**src/rtw_pkg.sv**
```systemverilog
// ----------------------------------------------------------------------------
// rtw_pkg: shared types and constants for the range-to-world rotate core
// Field widths, register indexes and the quarter-wave sine generator.
// ----------------------------------------------------------------------------
package rtw_pkg;

    // Stream field widths
    localparam int RANGE_W     = 16;
    localparam int HEADING_W   = 16;
    localparam int POS_W       = 17;
    localparam int IN_TDATA_W  = 64;
    localparam int OUT_TDATA_W = 40;
    localparam int OUT_PAD_W   = OUT_TDATA_W - 2 * POS_W;

    // Configuration port
    localparam int CFG_IDX_W  = 1;
    localparam int CFG_DATA_W = 14;
    localparam int TOL_W      = 14;

    localparam logic [CFG_IDX_W-1:0] REG_SIDE_SELECT   = 1'd0;
    localparam logic [CFG_IDX_W-1:0] REG_CARDINAL_TOL  = 1'd1;
    localparam logic [TOL_W-1:0]     TOL_RESET         = 14'd1820;

    // Q1.15 arithmetic
    localparam int              TRIG_W     = 16;
    localparam int unsigned     ROUND_HALF = 16384;
    localparam logic [POS_W-1:0] POS_MAX   = 17'd131071;

    // pi/2 in Q30
    localparam longint unsigned HALF_PI_Q30 = 64'd1686629713;
    localparam longint unsigned Q15_ONE     = 64'd32768;

    // Control bits that travel with a transaction after the table lookup
    typedef struct packed {
        logic sin_neg;
        logic cos_neg;
        logic scale_en;
    } t_trig_ctl;

    // One quarter-wave sine entry: Taylor series in Q30, rounded to Q15.
    // Evaluated at elaboration only, to fill the constant table.
    function automatic logic [TRIG_W-1:0] sine_q15(input int unsigned k,
                                                   input int unsigned tb);
        longint unsigned x;
        longint unsigned x2;
        longint unsigned term;
        longint unsigned prod;
        longint unsigned q;
        longint          sum;
        int              n;
        x = (longint'(k) * HALF_PI_Q30 + (64'd1 << (tb - 1))) >> tb;
        x2 = (x * x) >> 30;
        term = x;
        sum = longint'(x);
        for (n = 1; n <= 7; n++) begin
            prod = (term * x2) >> 30;
            case (n)
                1:       term = prod / 6;
                2:       term = prod / 20;
                3:       term = prod / 42;
                4:       term = prod / 72;
                5:       term = prod / 110;
                6:       term = prod / 156;
                default: term = prod / 210;
            endcase
            if ((n % 2) == 1) begin
                sum = sum - longint'(term);
            end else begin
                sum = sum + longint'(term);
            end
        end
        if (sum < 0) begin
            sum = 0;
        end
        q = (longint'(sum) + 64'd16384) >> 15;
        if (q > Q15_ONE) begin
            q = Q15_ONE;
        end
        return q[TRIG_W-1:0];
    endfunction

endpackage

```
**src/rtw_rotate.sv**
```systemverilog
// ----------------------------------------------------------------------------
// rtw_rotate: cosine scaling, rotation and output rounding
// Three register stages: scaled ranges, four products, signed sums. The
// magnitude rounding and saturation are left for the output register.
// ----------------------------------------------------------------------------
module rtw_rotate #(
    parameter int RANGE_W = 16
) (
    input  logic                        i_clk,
    input  logic                        i_en,
    input  logic [RANGE_W-1:0]          i_side,
    input  logic [RANGE_W-1:0]          i_front,
    input  logic [rtw_pkg::TRIG_W-1:0]  i_cf,
    input  logic [rtw_pkg::TRIG_W-1:0]  i_smag,
    input  logic [rtw_pkg::TRIG_W-1:0]  i_cmag,
    input  rtw_pkg::t_trig_ctl          i_ctl,
    output logic [rtw_pkg::POS_W-1:0]   o_pos_x,
    output logic [rtw_pkg::POS_W-1:0]   o_pos_y
);

    localparam int TW = rtw_pkg::TRIG_W;
    localparam int PW = RANGE_W + TW;      // product width
    localparam int SW = PW + 2;            // signed sum width
    localparam int RW = SW - 14;           // rounded magnitude width
    localparam int MW = (RW > rtw_pkg::POS_W) ? RW : rtw_pkg::POS_W;

    // stage A: cosine correction
    logic [PW:0]           w_front_p;
    logic [PW:0]           w_side_p;
    logic [RANGE_W-1:0]    r_front;
    logic [RANGE_W-1:0]    r_side;
    logic [TW-1:0]         r_smag;
    logic [TW-1:0]         r_cmag;
    logic                  r_sin_neg;
    logic                  r_cos_neg;

    assign w_front_p = (PW + 1)'(i_front * i_cf) + (PW + 1)'(rtw_pkg::ROUND_HALF);
    assign w_side_p  = (PW + 1)'(i_side * i_cf)  + (PW + 1)'(rtw_pkg::ROUND_HALF);

    always_ff @(posedge i_clk) begin
        if (i_en) begin
            r_front   <= i_ctl.scale_en ? w_front_p[RANGE_W+14:15] : i_front;
            r_side    <= i_ctl.scale_en ? w_side_p[RANGE_W+14:15]  : i_side;
            r_smag    <= i_smag;
            r_cmag    <= i_cmag;
            r_sin_neg <= i_ctl.sin_neg;
            r_cos_neg <= i_ctl.cos_neg;
        end
    end

    // stage B: four rotation products, magnitudes with signs alongside
    logic [PW-1:0] r_fc;
    logic [PW-1:0] r_ss;
    logic [PW-1:0] r_fs;
    logic [PW-1:0] r_sc;
    logic          r_b_sin_neg;
    logic          r_b_cos_neg;

    always_ff @(posedge i_clk) begin
        if (i_en) begin
            r_fc        <= PW'(r_front * r_cmag);
            r_ss        <= PW'(r_side  * r_smag);
            r_fs        <= PW'(r_front * r_smag);
            r_sc        <= PW'(r_side  * r_cmag);
            r_b_sin_neg <= r_sin_neg;
            r_b_cos_neg <= r_cos_neg;
        end
    end

    // stage C: signed sums, x = f*c - s*sin, y = f*sin + s*c
    logic signed [SW-1:0] w_fc;
    logic signed [SW-1:0] w_ss;
    logic signed [SW-1:0] w_fs;
    logic signed [SW-1:0] w_sc;
    logic signed [SW-1:0] r_x;
    logic signed [SW-1:0] r_y;

    assign w_fc = r_b_cos_neg ? -signed'(SW'(r_fc)) : signed'(SW'(r_fc));
    assign w_ss = r_b_sin_neg ? -signed'(SW'(r_ss)) : signed'(SW'(r_ss));
    assign w_fs = r_b_sin_neg ? -signed'(SW'(r_fs)) : signed'(SW'(r_fs));
    assign w_sc = r_b_cos_neg ? -signed'(SW'(r_sc)) : signed'(SW'(r_sc));

    always_ff @(posedge i_clk) begin
        if (i_en) begin
            r_x <= w_fc - w_ss;
            r_y <= w_fs + w_sc;
        end
    end

    // magnitude, round half up, saturate (feeds the output register)
    logic [SW-1:0] w_x_mag;
    logic [SW-1:0] w_y_mag;
    logic [SW:0]   w_x_rnd;
    logic [SW:0]   w_y_rnd;
    logic [MW-1:0] w_x_ext;
    logic [MW-1:0] w_y_ext;

    assign w_x_mag = r_x[SW-1] ? SW'(-r_x) : SW'(r_x);
    assign w_y_mag = r_y[SW-1] ? SW'(-r_y) : SW'(r_y);
    assign w_x_rnd = (SW + 1)'(w_x_mag) + (SW + 1)'(rtw_pkg::ROUND_HALF);
    assign w_y_rnd = (SW + 1)'(w_y_mag) + (SW + 1)'(rtw_pkg::ROUND_HALF);
    assign w_x_ext = MW'(w_x_rnd[SW:15]);
    assign w_y_ext = MW'(w_y_rnd[SW:15]);

    assign o_pos_x = (w_x_ext > MW'(rtw_pkg::POS_MAX)) ? rtw_pkg::POS_MAX
                                                       : w_x_ext[rtw_pkg::POS_W-1:0];
    assign o_pos_y = (w_y_ext > MW'(rtw_pkg::POS_MAX)) ? rtw_pkg::POS_MAX
                                                       : w_y_ext[rtw_pkg::POS_W-1:0];

endmodule

```
**config.mk**
```make
export PLATFORM = sky130hd
export DESIGN_NAME = rtw_rotate
export DESIGN_NICKNAME = d
export VERILOG_FILES = /design/src/rtw_pkg.sv /design/src/rtw_rotate.sv
export SDC_FILE = /design/constraint.sdc
export NUM_CORES = 2
export LEC_CHECK = 0
export BUFFER_PORTS_ARGS = -buffer_cell sky130_fd_sc_hd__clkbuf_2
export CAP_MARGIN = 20
export CORE_ASPECT_RATIO = 0.9
export CORE_MARGIN = 2
export CORE_UTILIZATION = 28
export CTS_BUF_LIST = sky130_fd_sc_hd__clkbuf_4
export DETAILED_ROUTE_END_ITERATION = 6
export MAX_ROUTING_LAYER = met4
export PLACE_DENSITY = 0.39
export SKIP_CTS_REPAIR_TIMING = 1
export SYNTH_ARGS = -nofsm -noshare
export SYNTH_HDL_FRONTEND = slang
export SYNTH_SLANG_ARGS = --single-unit
```
**constraint.sdc**
```tcl
create_clock -name i_clk -period 9.7 [get_ports i_clk]
set_input_delay 1.94 -clock i_clk [delete_from_list [all_inputs] [get_ports i_clk]]
set_output_delay 1.94 -clock i_clk [all_outputs]
set_load 0.005 [all_outputs]
```
==> summary.txt <==
Run status
  – Outcome: completed

Critical path
  – WP buf/inv: 6
  – Critical Path End Type: register
  – Family with the most delay on the worst path: adder cells
  – Slowest CP cell: edfxtp_1
  – Worst-path fanout max: 17
  – CP most frequent cell: fa_1
  – Worst EP required: 10,530 ps
  – Crit path kind: register to register
  – Max stage delay on crit path: 950 ps
  – Flop2flop setup slack: 1710 ps
  – CP arrival: about 8800 ps
  – Startpoint types: register
  – Crit path cell chain: buf_4, nand2_1, fa_1, inv_1, fa_1, inv_1, fa_1, inv_1, fa_1, fa_1, inv_1, fa_1, inv_1, ha_1, and3_1, a221oi_1, a21boi_0, nor3_1, o31ai_1, a21oi_1, a311oi_1, nor4bb_1, a211oi_1

Die
  – Overall die width: 515 um
  – Core box area: 0.233 mm^2
  – Die H: roughly 460 um
  – Total Die Area: 0.239 mm^2
  – Io pins: 119
  – Row count: 168
  – Initial Util: 28.2%

STA
  – Skew final: 88.6 ps
  – Final Hold Viols: 0
  – Final worst path period share: 82.4%
  – Rel. slew slack: 27.0%
  – Measured slew at the worst slew-check pin: 1090 ps
  – Final setup TNS: 0 ps
  – Final worst slack: 1710 ps
  – Worst hold slack: 439 ps
  – Post-route minimum period: 7990 ps
  – Final setup vio count: 0
  – Final Slew Violations: 0
  – Unrepaired setup endpoints after global routing: no
  – F_max: 125 MHz

Yosys
  – Syn Nets: roughly 9,200
  – Mapped Area: 0.0657 mm^2
  – Synth Warn #: 0
  – Post-synth EDFFs: 264
  – Avg Synthesized Cell Area: 9.12 um^2
  – Flops & latches, synth: 264
  – Asr flop ratio synth: 0%
  – Synth Instances: about 7,200
  – Seq/Total Area, Yosys: 12.1%
  – Netlist cell types: 79
  – Most used DFF post-synth: edfxtp_1

Placed design
  – HPWL after DPL: 154 mm
  – Placed cell areas: 0.0698 mm^2
  – Placer Congestion: between 0.8 and 0.9
  – Port bufs: between 100 and 150
  – DP Worst Slack: 760 ps

Routing
  – DRT Pass-1 Iters: 6
  – Residual DRC count: 0
  – Starting DRT DRC Count: 2,528
  – Routed Wire Length: between 150 and 200 mm
  – DR vias/cell: 4.63
  – Wire per inst: between 15 and 20 um
  – Vias: between 40,000 and 50,000
  – Final ANT Viol Nets: 0

Global routing
  – Tot GR Track Use: 17.1%
  – Vias in the first global route: 51,300
  – Grt ovf: 0
  – Initial antenna violation count: 12
  – Largest net degree at the start of global routing: 135
  – First-pass GRT wire length: 308 mm

Clock network
  – CTS tree: built
  – Htree depth: 3
  – Cts bufs inserted: between 80 and 90
  – Root buf cell: clkbuf_4
  – Clock slew at reported path FFs: 60 ps
  – Clock sink total: 264
  – Maximum buffer depth of the clock tree: 3
  – Later-pin clock latency in the skew report: 1050 ps

Final layout
  – Commonest non-fill, non-tap cell in the layout: inv_1
  – Most frequent cells in the layout: inv_1, fa_1, nand2_1
  – Synth-to-Final Area Change: 7.84%
  – Nets: 9,143
  – Share of layout cells above drive strength 1: 5.75%
  – Final instance area: 0.0709 mm^2

Hold path
  – Hold crit path type: register to register

Flow run
  – MaxCap Viol Count: 0
-- worst paths after layout --
kind                   from           to  depth (start not counted)
setup / recovery  r_cmag[8]     r_sc[31]                         23
hold / removal    r_sin_neg  r_b_sin_neg                          0
setup reg to reg  r_cmag[8]     r_sc[31]                         23
hold reg to reg   r_sin_neg  r_b_sin_neg                          0
-- cell type report --
type / count / area, um^2
Fill cell: 24800 / 162000
Multi-Input combinational cell: 5228 / 51400
Sequential cell: 264 / 7930
Inverter: 1382 / 5190
Tap cell: 3060 / 3830
Timing Repair Buffer: 230 / 1490
Clock buffer: 118 / 886
Clock inverter: 36 / 170
Antenna cell: 14 / 35.0
-- sequential cells by signal (all words and copies together) (netlist names) --
register     cells
r_b_cos_neg      1
r_sc            32
r_smag          16
r_y             34
r_x             34
r_fs            32
r_fc            32
r_cmag          16
r_ss            32
r_side          16
r_sin_neg        1
r_b_sin_neg      1
r_cos_neg        1
r_front         16
-- kinds of logic after synthesis --
family          share of synthesized area (%)
simple gates                             16.9
fa+ha+maj                                48.8
buf+inv                                  9.80
compound gates                           7.03
xor+xnor                                 4.97
flops                                    12.1
mux                                     0.481
-- worst register-to-register path, stage by stage, from the launching register on --
cell and delay (ps):
edfxtp_1 950, buf_4 450, nand2_1 140, fa_1 550
inv_1 50, fa_1 380, inv_1 80, fa_1 400
inv_1 90, fa_1 410, fa_1 490, inv_1 50
fa_1 480, inv_1 50, ha_1 340, and3_1 230
a221oi_1 290, a21boi_0 570, nor3_1 240, o31ai_1 510
a21oi_1 220, a311oi_1 530, nor4bb_1 110, a211oi_1 200
-- layer usage --
metal / global-route usage [%] / up-vias / wire [um]
li1: - / 22400 / -
met1: 24.7 / 24500 / 98100
met2: 25.9 / 778 / 86000
met3: 1.70 / 144 / 6750
met4: 3.35 / 0 / 3000
met5: - / - / 0
-- stage by stage --
step	cells	utilization, %
CTS	10300	30.4
global placement	10200	29.9
floorplan	7206	-
detailed placement	10200	29.9
finish	10300	30.4
global route	10300	30.4
-- cells in the mapped netlist (28+ instances only) --
library cell  count  area [um^2]
fa_1           1164        23300
inv_1          1381         5180
o31ai_1          45          338
or3_1            39          244
o21a_1           28          210
clkbuf_1        324         1220
a21o_1           91          683
xnor2_1         277         2430
o21ai_0         154          771
nand3_1          49          245
and2_1          719         4500
nand2_1        1040         3900
nand2b_1         37          231
ha_1            702         8780
nor3_1           60          300
nor2_1          146          548
edfxtp_1        264         7930
xor2_1           96          841
nor2b_1          31          194
a21oi_1         193          966
Power is left out: the tool's default activity adds up to more than one toggle a clock period on the data nets, which glitch-free logic cannot reach.
